==> config.mk <==
export PLATFORM = sky130hd
export DESIGN_NAME = json_string_unescape
export DESIGN_NICKNAME = d
export VERILOG_FILES = /design/src/sv/jsu_pkg.sv /design/src/sv/jsu_decode.sv /design/src/sv/jsu_res_fifo.sv /design/src/sv/json_string_unescape.sv
export SDC_FILE = /design/constraint.sdc
export NUM_CORES = 1
export LEC_CHECK = 0
export ABC_AREA = 1
export BUFFER_PORTS_ARGS = -buffer_cell sky130_fd_sc_hd__buf_2
export CORE_UTILIZATION = 59
export DETAILED_ROUTE_END_ITERATION = 8
export GPL_TIMING_DRIVEN = 0
export PLACE_DENSITY = 0.81
export SYNTH_ARGS = -nofsm -noshare
export SYNTH_HDL_FRONTEND = slang
export SYNTH_SLANG_ARGS = --single-unit
export TNS_END_PERCENT = 30
==> constraint.sdc <==
create_clock -name clk_i -period 5.94 [get_ports clk_i]
set_input_delay 0.297 -clock clk_i [delete_from_list [all_inputs] [get_ports clk_i]]
set_output_delay 0.297 -clock clk_i [all_outputs]
set_load 0.01 [all_outputs]
==> src/sv/jsu_pkg.sv <==
// types, codes and helpers shared by the json string unescape block
`default_nettype none

package jsu_pkg;

  typedef struct packed {
    logic [7:0] in_byte;
    logic       end_of_input;
  } in_t;

  typedef struct packed {
    logic [7:0] out_byte;
    logic       byte_valid;
    logic       done_res;
    logic [2:0] error_code;
    logic       last;
  } out_t;

  localparam int unsigned MaxRes = 3;
  localparam int unsigned FifoDepth = 8;
  localparam int unsigned FifoAw = $clog2(FifoDepth);
  localparam int unsigned FifoCw = FifoAw + 1;

  // decoder results for one item
  typedef struct packed {
    logic [1:0]        count;
    out_t [MaxRes-1:0] res;
  } dec_t;

  localparam logic [2:0] ERR_NONE         = 3'd0;
  localparam logic [2:0] ERR_NO_QUOTE     = 3'd1;
  localparam logic [2:0] ERR_CONTROL      = 3'd2;
  localparam logic [2:0] ERR_CUT_ESCAPE   = 3'd3;
  localparam logic [2:0] ERR_SHORT_HEX    = 3'd4;
  localparam logic [2:0] ERR_BAD_HEX      = 3'd5;
  localparam logic [2:0] ERR_UNKNOWN_ESC  = 3'd6;
  localparam logic [2:0] ERR_UNTERMINATED = 3'd7;

  localparam logic [2:0] MODE_WAIT    = 3'd0;
  localparam logic [2:0] MODE_BODY    = 3'd1;
  localparam logic [2:0] MODE_ESC     = 3'd2;
  localparam logic [2:0] MODE_HEX     = 3'd3;
  localparam logic [2:0] MODE_HEX_BAD = 3'd4;

  localparam logic [7:0] CH_QUOTE     = 8'h22;
  localparam logic [7:0] CH_BACKSLASH = 8'h5C;
  localparam logic [7:0] CH_SLASH     = 8'h2F;
  localparam logic [7:0] CH_CTRL_LIM  = 8'h20;

  // {digit ok, value}
  function automatic logic [4:0] hex_digit(input logic [7:0] c);
    logic [4:0] r;
    r = 5'd0;
    if (c >= 8'h30 && c <= 8'h39) begin
      r = {1'b1, 4'(c - 8'h30)};
    end else if (c >= 8'h61 && c <= 8'h66) begin
      r = {1'b1, 4'(c - 8'h57)};
    end else if (c >= 8'h41 && c <= 8'h46) begin
      r = {1'b1, 4'(c - 8'h37)};
    end
    return r;
  endfunction

  function automatic out_t mk_res(input logic [7:0] b, input logic valid,
                                  input logic done, input logic [2:0] err);
    out_t r;
    r.out_byte   = b;
    r.byte_valid = valid;
    r.done_res   = done;
    r.error_code = err;
    r.last       = 1'b0;
    return r;
  endfunction

endpackage

`default_nettype wire

==> src/sv/jsu_decode.sv <==
// decoder state and single-pass unescape of one registered byte
`default_nettype none

module jsu_decode (
  input  wire logic         clk_i,
  input  wire logic         rst_ni,
  input  wire logic         fire_i,
  input  wire jsu_pkg::in_t in_i,
  output jsu_pkg::dec_t     dec_o
);

  logic [2:0]  mode_q, mode_d;
  logic [15:0] cp_q, cp_d;
  logic [1:0]  dc_q, dc_d;

  logic [7:0]  c;
  logic        eoi;
  logic [4:0]  hv;
  logic        bad;
  logic [15:0] v;
  jsu_pkg::dec_t dec;

  assign c   = in_i.in_byte;
  assign eoi = in_i.end_of_input;
  assign hv  = jsu_pkg::hex_digit(c);
  assign bad = (mode_q == jsu_pkg::MODE_HEX_BAD) || !hv[4];
  assign v   = {cp_q[11:0], (hv[4] ? hv[3:0] : 4'd0)};

  always_comb begin
    mode_d = mode_q;
    cp_d   = cp_q;
    dc_d   = dc_q;
    dec    = '0;
    unique case (mode_q)
      jsu_pkg::MODE_BODY: begin
        if (eoi) begin
          mode_d = jsu_pkg::MODE_WAIT;
          cp_d = '0;
          dc_d = '0;
          dec.count = 2'd1;
          dec.res[0] = jsu_pkg::mk_res(8'd0, 1'b0, 1'b0, jsu_pkg::ERR_UNTERMINATED);
        end else if (c == jsu_pkg::CH_QUOTE) begin
          mode_d = jsu_pkg::MODE_WAIT;
          dec.count = 2'd1;
          dec.res[0] = jsu_pkg::mk_res(8'd0, 1'b0, 1'b1, jsu_pkg::ERR_NONE);
        end else if (c < jsu_pkg::CH_CTRL_LIM) begin
          mode_d = jsu_pkg::MODE_WAIT;
          cp_d = '0;
          dc_d = '0;
          dec.count = 2'd1;
          dec.res[0] = jsu_pkg::mk_res(8'd0, 1'b0, 1'b0, jsu_pkg::ERR_CONTROL);
        end else if (c == jsu_pkg::CH_BACKSLASH) begin
          mode_d = jsu_pkg::MODE_ESC;
        end else begin
          dec.count = 2'd1;
          dec.res[0] = jsu_pkg::mk_res(c, 1'b1, 1'b0, jsu_pkg::ERR_NONE);
        end
      end
      jsu_pkg::MODE_ESC: begin
        if (eoi) begin
          mode_d = jsu_pkg::MODE_WAIT;
          cp_d = '0;
          dc_d = '0;
          dec.count = 2'd1;
          dec.res[0] = jsu_pkg::mk_res(8'd0, 1'b0, 1'b0, jsu_pkg::ERR_CUT_ESCAPE);
        end else begin
          mode_d = jsu_pkg::MODE_BODY;
          dec.count = 2'd1;
          unique case (c)
            8'h22: dec.res[0] = jsu_pkg::mk_res(8'h22, 1'b1, 1'b0, jsu_pkg::ERR_NONE);
            8'h5C: dec.res[0] = jsu_pkg::mk_res(8'h5C, 1'b1, 1'b0, jsu_pkg::ERR_NONE);
            8'h2F: dec.res[0] = jsu_pkg::mk_res(8'h2F, 1'b1, 1'b0, jsu_pkg::ERR_NONE);
            8'h62: dec.res[0] = jsu_pkg::mk_res(8'h08, 1'b1, 1'b0, jsu_pkg::ERR_NONE);
            8'h66: dec.res[0] = jsu_pkg::mk_res(8'h0C, 1'b1, 1'b0, jsu_pkg::ERR_NONE);
            8'h6E: dec.res[0] = jsu_pkg::mk_res(8'h0A, 1'b1, 1'b0, jsu_pkg::ERR_NONE);
            8'h72: dec.res[0] = jsu_pkg::mk_res(8'h0D, 1'b1, 1'b0, jsu_pkg::ERR_NONE);
            8'h74: dec.res[0] = jsu_pkg::mk_res(8'h09, 1'b1, 1'b0, jsu_pkg::ERR_NONE);
            8'h75: begin
              // \u opens a four digit escape
              mode_d = jsu_pkg::MODE_HEX;
              cp_d = '0;
              dc_d = '0;
              dec.count = 2'd0;
            end
            default: begin
              mode_d = jsu_pkg::MODE_WAIT;
              cp_d = '0;
              dc_d = '0;
              dec.res[0] = jsu_pkg::mk_res(8'd0, 1'b0, 1'b0, jsu_pkg::ERR_UNKNOWN_ESC);
            end
          endcase
        end
      end
      jsu_pkg::MODE_HEX, jsu_pkg::MODE_HEX_BAD: begin
        if (eoi) begin
          // a cut escape wins over a bad digit seen earlier
          mode_d = jsu_pkg::MODE_WAIT;
          cp_d = '0;
          dc_d = '0;
          dec.count = 2'd1;
          dec.res[0] = jsu_pkg::mk_res(8'd0, 1'b0, 1'b0, jsu_pkg::ERR_SHORT_HEX);
        end else if (dc_q != 2'd3) begin
          cp_d = v;
          dc_d = dc_q + 2'd1;
          mode_d = bad ? jsu_pkg::MODE_HEX_BAD : jsu_pkg::MODE_HEX;
        end else if (bad) begin
          mode_d = jsu_pkg::MODE_WAIT;
          cp_d = '0;
          dc_d = '0;
          dec.count = 2'd1;
          dec.res[0] = jsu_pkg::mk_res(8'd0, 1'b0, 1'b0, jsu_pkg::ERR_BAD_HEX);
        end else begin
          mode_d = jsu_pkg::MODE_BODY;
          cp_d = '0;
          dc_d = '0;
          // utf-8 encode, surrogates included as plain three byte forms
          if (v < 16'h0080) begin
            dec.count = 2'd1;
            dec.res[0] = jsu_pkg::mk_res(v[7:0], 1'b1, 1'b0, jsu_pkg::ERR_NONE);
          end else if (v < 16'h0800) begin
            dec.count = 2'd2;
            dec.res[0] = jsu_pkg::mk_res({3'b110, v[10:6]}, 1'b1, 1'b0, jsu_pkg::ERR_NONE);
            dec.res[1] = jsu_pkg::mk_res({2'b10, v[5:0]}, 1'b1, 1'b0, jsu_pkg::ERR_NONE);
          end else begin
            dec.count = 2'd3;
            dec.res[0] = jsu_pkg::mk_res({4'b1110, v[15:12]}, 1'b1, 1'b0,
                                         jsu_pkg::ERR_NONE);
            dec.res[1] = jsu_pkg::mk_res({2'b10, v[11:6]}, 1'b1, 1'b0, jsu_pkg::ERR_NONE);
            dec.res[2] = jsu_pkg::mk_res({2'b10, v[5:0]}, 1'b1, 1'b0, jsu_pkg::ERR_NONE);
          end
        end
      end
      default: begin
        // waiting, unused codes too
        if (eoi || c != jsu_pkg::CH_QUOTE) begin
          mode_d = jsu_pkg::MODE_WAIT;
          cp_d = '0;
          dc_d = '0;
          dec.count = 2'd1;
          dec.res[0] = jsu_pkg::mk_res(8'd0, 1'b0, 1'b0, jsu_pkg::ERR_NO_QUOTE);
        end else begin
          mode_d = jsu_pkg::MODE_BODY;
        end
      end
    endcase
    if (dec.count != 2'd0) begin
      dec.res[dec.count - 2'd1].last = 1'b1;
    end
  end

  assign dec_o = dec;

  always_ff @(posedge clk_i or negedge rst_ni) begin
    if (!rst_ni) begin
      mode_q <= jsu_pkg::MODE_WAIT;
      cp_q   <= '0;
      dc_q   <= '0;
    end else if (fire_i) begin
      mode_q <= mode_d;
      cp_q   <= cp_d;
      dc_q   <= dc_d;
    end
  end

endmodule

`default_nettype wire

==> src/sv/jsu_res_fifo.sv <==
// result queue: up to three writes per cycle, one read per cycle
`default_nettype none

module jsu_res_fifo (
  input  wire logic          clk_i,
  input  wire logic          rst_ni,
  input  wire logic          push_i,
  input  wire jsu_pkg::dec_t dec_i,
  input  wire logic          pop_i,
  output logic               space_o,
  output logic               valid_o,
  output jsu_pkg::out_t      data_o
);

  jsu_pkg::out_t mem_q [jsu_pkg::FifoDepth];
  logic [jsu_pkg::FifoAw-1:0] wr_ptr_q, rd_ptr_q;
  logic [jsu_pkg::FifoCw-1:0] count_q, count_d;
  logic [1:0] n_push;
  logic       do_pop;

  assign n_push  = push_i ? dec_i.count : 2'd0;
  assign valid_o = (count_q != '0);
  assign do_pop  = pop_i && valid_o;
  assign data_o  = mem_q[rd_ptr_q];
  // room for a full burst without counting this cycle's read
  assign space_o = (count_q <= jsu_pkg::FifoCw'(jsu_pkg::FifoDepth - jsu_pkg::MaxRes));
  assign count_d = count_q + jsu_pkg::FifoCw'(n_push) - jsu_pkg::FifoCw'(do_pop);

  always_ff @(posedge clk_i) begin
    for (int i = 0; i < jsu_pkg::MaxRes; i++) begin
      if (2'(i) < n_push) begin
        mem_q[wr_ptr_q + jsu_pkg::FifoAw'(i)] <= dec_i.res[i];
      end
    end
  end

  always_ff @(posedge clk_i or negedge rst_ni) begin
    if (!rst_ni) begin
      wr_ptr_q <= '0;
      rd_ptr_q <= '0;
      count_q  <= '0;
    end else begin
      wr_ptr_q <= wr_ptr_q + jsu_pkg::FifoAw'(n_push);
      rd_ptr_q <= rd_ptr_q + jsu_pkg::FifoAw'(do_pop);
      count_q  <= count_d;
    end
  end

endmodule

`default_nettype wire

==> src/sv/json_string_unescape.sv <==
// top level of the streaming json string unescape block
//
// Decodes one quoted json string fed one raw byte per transfer, starting
// with the opening quote, and delivers the decoded bytes, a done mark or an
// error code as result transfers, zero to three per input transfer, the
// final one flagged by last. Escapes \" \\ \/ \b \f \n \r \t are resolved,
// \uXXXX becomes one to three utf-8 bytes (surrogates are not paired).
// After done or any error the block waits for a new opening quote.
// Rate: one input transfer per cycle while the input does not stall; a byte
// is registered, decoded in one pass once the queue has room for its burst
// and written into an eight-entry result queue, from which the first result
// of an item is offered as soon as it has been written.
// Results leave at one per cycle unless the output stalls. The input stalls
// while the queue holds over five results and cannot take a full three-byte
// burst, which a \u escape producing three bytes after six input bytes never
// causes under a free-flowing output. No clearing pass after reset.
`default_nettype none

module json_string_unescape (
  input  wire logic          clk_i,
  input  wire logic          rst_ni,
  input  wire logic          in_valid_i,
  output logic               in_stall_o,
  input  wire jsu_pkg::in_t  in_data_i,
  output logic               out_valid_o,
  input  wire logic          out_stall_i,
  output jsu_pkg::out_t      out_data_o
);

  // input register
  logic         in_valid_q;
  jsu_pkg::in_t in_q;

  logic          space;
  logic          fire;
  jsu_pkg::dec_t dec;

  // the registered byte is decoded once the queue can take its burst
  assign fire       = in_valid_q && space;
  assign in_stall_o = in_valid_q && !space;

  always_ff @(posedge clk_i or negedge rst_ni) begin
    if (!rst_ni) begin
      in_valid_q <= 1'b0;
    end else if (in_valid_i && !in_stall_o) begin
      in_valid_q <= 1'b1;
    end else if (fire) begin
      in_valid_q <= 1'b0;
    end
  end

  // payload only, no reset
  always_ff @(posedge clk_i) begin
    if (in_valid_i && !in_stall_o) begin
      in_q <= in_data_i;
    end
  end

  jsu_decode u_decode (
    .clk_i  (clk_i),
    .rst_ni (rst_ni),
    .fire_i (fire),
    .in_i   (in_q),
    .dec_o  (dec)
  );

  jsu_res_fifo u_res_fifo (
    .clk_i   (clk_i),
    .rst_ni  (rst_ni),
    .push_i  (fire),
    .dec_i   (dec),
    .pop_i   (!out_stall_i),
    .space_o (space),
    .valid_o (out_valid_o),
    .data_o  (out_data_o)
  );

endmodule

`default_nettype wire

==> impl_metrics.csv, run 1 <==
group,metric,value,unit
run_status,status,"finished, final reports clean",
die,core_area,14040,µm²
synth,synth_top_family_by_area,"simple AND/OR/NAND/NOR gates",
worst_setup_path,cp_max_fo,14,
synth,synth_top_cell_by_area,"edfxtp_1",
finish,nFillCells,1118,
synth,synth-edff-count,121,
clock_tree,path_clk_slew,0.06,ns
clock_tree,clk_latency,0.44,ns
power_and_ir_drop,p_leak,4.272,nW
sta,slew-limit-headroom,33.54,%
synth,syn_inst,1032,
routing,via_per_inst,6.177,
die,die_h,122.7,µm
worst_setup_path,r2r_slack,2.18,ns
finish,syn_to_final_growth,11.52,%
clock_tree,clock-sinks,149,
die,die_area,15050,µm²
worst_setup_path,worstSetupPathType,"register to register",
synth,yosysSeqAreaShare,50.43,%
clock_tree,cts_buffers,17,
clock_tree,cts_buffer_depth,2,
synth,ys_warn_count,0,
clock_tree,cts_tree,"done",
die,num_rows,43,
sta,hold_viol_final,0,
synth,synth_compound_area_share,12.77,%
power_and_ir_drop,power_density,479.5,nW/µm²
sta,fmax,265.8,MHz
grt,grt_overflow,0,
job,cap_viol_max_count,0,
sta,setup_violations,0,
die,dieWidth,122.7,µm
routing,ant_nets,0,
sta,grt_setup_unrepaired,"no",
routing,drc_errors,0,
min_path,min_path_cells,1,
worst_setup_path,worstReg2RegEnd,"u_res_fifo.mem_q[2][13]",
routing,dr_total_vias,7870,
worst_setup_path,required,5.85,ns
synth,synth_top_area_share,42.28,%
routing,first_iter_violations,1360,
sta,fin_crit_sh,63.33,%
worst_setup_path,r2r_start,"in_q[1]",
synth,synth_fa_ha_area_share,2.650,%
routing,first_pass_iters,7,
grt,grt.total_usage,35.57,%
clock_tree,cts_setup_buffers,0,
place,gp_congestion,0.9563,
power_and_ir_drop,irDropWorstVdd,0.0002875,V
min_path,hold_path_end,"in_q[5]",
synth,synth_common_cells,"256 x nand2_1, 150 x nor2_1, 121 x edfxtp_1, 86 x o21ai_0, 72 x nand3_1",
synth,syn_area_per_cell,8.328,µm²
synth,synthMuxAreaShare,0,%
die,initial_core_util,61.20,%
place,dp_hpwl,17090,µm
synth,synth_fp_nets,1062,
place,placed_cells,1241,
clock_tree,htreeDepth,4,
die,ioPinCount,29,
min_path,hp-class,"input pin to register",
grt,grt_pass1_wl,38810,µm
grt,grt_max_degree,29,
synth,synth-seq-cells,149,
min_path,hold_start,"in_data_i[5]",
grt,first_global_vias,7159,
finish,drive_gt1_share,10.05,%
clock_tree,cts_root_buf,"clkbuf_16",
sta,whs,0.03560,ns
grt,grt_antenna_before_repair,0,
sta,period_minus_slack,3.762,ns
sta,skew,0.007247,ns
finish,num_antenna_cells,0,
synth,synth.distinct_cells,43,
synth,yosysMostFrequentCell,"nand2_1",
sta,slew_violations,0,
synth,synthXorXnorAreaFrac,0.5095,%
worst_setup_path,r2r_cells,13,
routing,wire_per_inst,19.72,µm
sta,setup-tns-final,0,ns
synth,yosys.area_share.simple,27.60,%
place,port_buffers,28,
synth,synth_flop_cell,"edfxtp_1",
synth,ys_async_sr_fraction,18.79,%
routing,drt_wl_total,25120,µm
worst_setup_path,worstSetupStartpointType,"register",
synth,yosys-top-cells-area,"edfxtp_1 42%, nand2_1 11%, dfrtp_1 8.2%, nor2_1 6.6%, o21ai_0 5.0%",
synth,netlist_area,8594,µm²
worst_setup_path,end_kind,"register",
finish,stdcell_count,1274,
sta,worstMarginPinSlew,0.9969,ns
worst_setup_path,arrival,3.67,ns
finish,final_nets,1111,
[cell families after synthesis]
group                      count (synthesis)
DFF                                      149
and+or+nand+nor                          546
buffers and inverters                    127
xor gates and xnor gates                   5
adders and majority gates                 17
AOI/OAI and AO/OA                        188
[registers in the layout, indices dropped and copies added, names as in the netlist]
name	count
u_res_fifo.rd_ptr_q	3
in_q	9
u_res_fifo.count_q	4
u_res_fifo.wr_ptr_q	3
in_valid_q	1
u_decode.cp_q	12
u_decode.mode_q	3
u_decode.dc_q	2
u_res_fifo.mem_q	112
[area by class of cell]
type                    count  area, µm²  share of cell area, %
repair buffers             30      155.1                  1.619
well taps                 180      225.2                  2.350
inverters                  94      392.9                  4.099
clock buffers              27      579.3                  6.044
flip-flops and latches    149       4334                  45.22
clock inverters             5      30.03                 0.3133
plain buffers              33      126.4                  1.319
multi-input cells         756       3741                  39.03
[how the worst max path moves through the flow]
stage	startpoint	endpoint	cells after the start
2_1_floorplan	in_q[2]	u_res_fifo.mem_q[2][0]	16
3_3_place_gp	in_q[1]	u_res_fifo.mem_q[0][4]	13
5_1_grt	in_q[1]	u_res_fifo.mem_q[0][3]	13
3_5_place_dp	in_q[1]	u_res_fifo.mem_q[6][4]	13
6_report	in_q[1]	u_res_fifo.mem_q[2][13]	13
4_1_cts	in_q[1]	u_res_fifo.mem_q[6][13]	13
[critical path, stage by stage (launching register included)]
cell and delay (ns):
edfxtp_1 0.47, inv_1 0.19, ha_1 0.19, nand3_1 0.14, nor2_1 0.29, inv_1 0.13, nor2_2 0.29, nand2_1 0.28
nand2_4 0.20, nor2_2 0.08, inv_1 0.09, nand2_2 0.12, nand2_1 0.08, nand3_1 0.68
[power by group]
part / switching (mW) / leakage [nW] / total [mW] / internal, mW
clock: 0.423 / 0.303 / 1.09 / 0.670
sequential: 0.0788 / 1.48 / 1.51 / 1.43
combinational: 1.41 / 2.49 / 2.00 / 0.590
[per-layer routing]
layer	wire [µm]	vias up	share of wire [%]	track usage (%)
met3	2823	74	11	7.574
met4	845	0	3.4	13.95
met5	0	-	0	0
li1	-	3657	-	-
met1	10000	3654	40	48.26
met2	11440	485	46	55.83
[placed cells by master (no fill, tap or decap), types with 6 or more instances in the layout]
master     synthesis  layout
buf_2              2      31
o221ai_1           9       9
nor3_1            27      27
o22ai_1           49      49
clkbuf_1          30      34
a31oi_1           15      15
edfxtp_1         121     121
inv_1             71      71
clkinv_4           8       9
dfrtp_1           28      28
nand3_1           72      72
o21ai_0           86      86
nand2_4           10      10
o211ai_1           8       8
nand2_1          256     256
nor2_1           150     150
ha_1              15      15
nand2_2           10      10
inv_2             11      11
a21oi_1           13      13
nand4_1            6       6
clkbuf_16          0      22
[timing repair]
item	CTS	global route
gates resized for setup	0	0
hold endpoints to repair	28	0
hold buffers	1	0
[stage by stage]
stage	cell area, µm²	worst slack [ns]	utilization [%]	power [mW]
2_1_floorplan	8594	3.148	-	2.828
3_3_place_gp	8960	2.265	63.81	3.401
3_5_place_dp	8965	2.209	63.84	3.459
4_1_cts	9584	2.187	68.25	4.551
5_1_grt	9584	1.901	68.25	4.849
6_report	9584	2.178	68.25	4.595
(Power assumes the default switching activity.)
==> inputs of run 2 (changes only) <==
Clock period 5.94 ns to 3.75 ns, I/O delays scaled along.
==> run 2 against run 1 <==
Against the previous run:
- routed wire length rose by 1.2%
- non-clock buffer count is 10 higher
- setup slack worse by 1.9 ns
- sequential share of layout area fell by 0.66 points
- critical endpoint is now u_res_fifo.mem_q[3][12]
- die area is the same
- maximum frequency is 8.9% higher
==> impl_metrics.csv, run 2 (synthesis results as in run 1) <==
group,metric,value,unit
worst_setup_path,worstSetupStartpointType,"register",
routing,dr_total_vias,7910,
worst_setup_path,required,3.76,ns
sta,hold_viol_final,0,
worst_setup_path,end_kind,"register",
die,die_h,122.7,µm
die,num_rows,43,
die,ioPinCount,29,
grt,grt.total_usage,35.66,%
sta,setup_violations,0,
die,core_area,14040,µm²
clock_tree,htreeDepth,4,
sta,fmax,289.4,MHz
finish,syn_to_final_growth,13.18,%
worst_setup_path,critPathMaxStageDelay,0.47,ns
finish,largest_register_ffs,112,
grt,grt_max_degree,29,
routing,first_pass_iters,7,
power_and_ir_drop,switching_power,3.035,mW
sta,fin_crit_sh,92.15,%
place,port_buffers,28,
worst_setup_path,r2r_slack,0.29,ns
place,place_area,8965,µm²
grt,first_global_vias,7200,
power_and_ir_drop,irDropWorstVdd,0.0004531,V
routing,wire_per_inst,19.79,µm
worst_setup_path,crit_chain,"inv_1, ha_1, nand3_1, nor2_1, inv_1, nor2_2, nand2_1, nand2_4, nor2_2, inv_1, nand2_2, nand2_1, nand3_2",
routing,first_iter_violations,1288,
power_and_ir_drop,p_leak,4.369,nW
worst_setup_path,arrival,3.46,ns
clock_tree,cts_tree,"done",
clock_tree,path_clk_slew,0.06,ns
finish,drive_gt1_share,10.69,%
worst_setup_path,cp_max_fo,14,
place,dp_hpwl,17090,µm
run_status,status,"finished, final reports clean",
power_and_ir_drop,p_int,4.261,mW
routing,ant_nets,0,
sta,worstMarginPinSlew,0.9848,ns
finish,reg_top3,"u_res_fifo.mem_q (112), u_decode.cp_q (12), in_q (9)",
place,gp_congestion,0.9563,
worst_setup_path,worstSetupPathType,"register to register",
clock_tree,clock-sinks,149,
power_and_ir_drop,p_sw_share,41.59,%
grt,grt_overflow,0,
clock_tree,cts_setup_buffers,0,
worst_setup_path,crit_path_frequent_cell,"inv_1",
sta,slew_violations,0,
clock_tree,clk_latency,0.44,ns
finish,nFillCells,1100,
job,cap_viol_max_count,0,
power_and_ir_drop,combPwrFrac,43.6,%
power_and_ir_drop,p_total,7.296,mW
min_path,hp-class,"input pin to register",
grt,grt_pass1_wl,38920,µm
finish,top_register,"u_res_fifo.mem_q",
power_and_ir_drop,power_density,750.1,nW/µm²
clock_tree,cts_root_buf,"clkbuf_16",
sta,skew,0.007690,ns
routing,drc_errors,0,
power_and_ir_drop,power_frac_clock,23.7,%
die,dieWidth,122.7,µm
routing,via_per_inst,6.156,
clock_tree,cts_buffer_depth,2,
sta,setup-tns-final,0,ns
finish,final_util,69.27,%
finish,final_nets,1121,
grt,grt_antenna_before_repair,0,
power_and_ir_drop,p_seq_share,32.6,%
die,initial_core_util,61.20,%
finish,layout_common_cells,"256 x nand2_1, 150 x nor2_1, 121 x edfxtp_1",
sta,grt_setup_unrepaired,"no",
routing,drt_wl_total,25430,µm
sta,slew-limit-headroom,34.35,%
finish,fin_area,9727,µm²
clock_tree,cts_buffers,17,
worst_setup_path,crit_slowest_cell,"edfxtp_1",
finish,final_common_cell,"nand2_1",
die,die_area,15050,µm²
sta,period_minus_slack,3.456,ns
[run 2: cell types whose count changed in the layout (fill, tap and decap cells not counted)]
cell           previous run  this run
nand3_2                   2        10
dlygate4sd3_1             1        11
diode_2                   0         1
nand3_1                  72        64
[run 2: final cells by class]
class                   count  area (µm²)  area share, %
clock buffers              27       579.3          5.956
flip-flops and latches    149        4334          44.56
diodes                      1       2.502        0.02573
well taps                 180       225.2          2.315
multi-input cells         756        3781          38.87
repair buffers             40       255.2          2.624
clock inverters             5       30.03         0.3087
inverters                  94       392.9          4.039
plain buffers              33       126.4          1.299
[run 2: metal layers]
metal,part of all wire [%],vias up,track usage (%)
met4,3.3,0,13.87
met2,46,540,56.11
met3,12,72,7.528
met5,0,-,0
li1,-,3676,-
met1,39,3622,48.35
[run 2: path summary, 6_finish.rpt]
kind	cells after the start	start	to
max	13	in_q[1]	u_res_fifo.mem_q[3][12]
min	3	out_stall_i	u_res_fifo.rd_ptr_q[0]
max reg2reg	13	in_q[1]	u_res_fifo.mem_q[3][12]
min reg2reg	2	u_decode.dc_q[1]	u_decode.dc_q[1]
max in group asynchronous	2	rst_ni	u_res_fifo.rd_ptr_q[0]
min in group asynchronous	2	rst_ni	u_res_fifo.count_q[2]
[run 2: repair_timing]
action | in CTS | in global routing
hold buffers | 11 | 0
resized for setup | 1 | 7
endpoints found under the setup margin | 8 | 98
hold endpoints to repair | 38 | 0
[run 2: metrics by stage]
stage               worst slack (ns)  instances  hold slack, ns
CTS                          0.01383       1284          0.2259
global placement             0.07484       1240          0.2337
finish                        0.2944       1285          0.2242
floorplan                     0.9585       1032         -0.1081
global route                 0.08970       1284          0.2292
detailed placement           0.01883       1241          0.2338
[run 2: power by group through the flow]
stage	registers, mW	logic, mW	clock network (mW)
3_5_place_dp	2.41	3.06	0
6_report	2.38	3.18	1.73
2_1_floorplan	2.38	2.10	0
3_3_place_gp	2.40	2.98	0
5_1_grt	2.41	3.48	1.80
4_1_cts	2.38	3.11	1.72
[run 2: critical path, delay by kind of cell (launching register included)]
kind / cells / cell delay (ns)
adder cells (fa/ha/maj): 1 / 0.20
buffers and inverters: 3 / 0.41
flip-flops: 1 / 0.47
AND/OR/NAND/NOR: 9 / 1.94
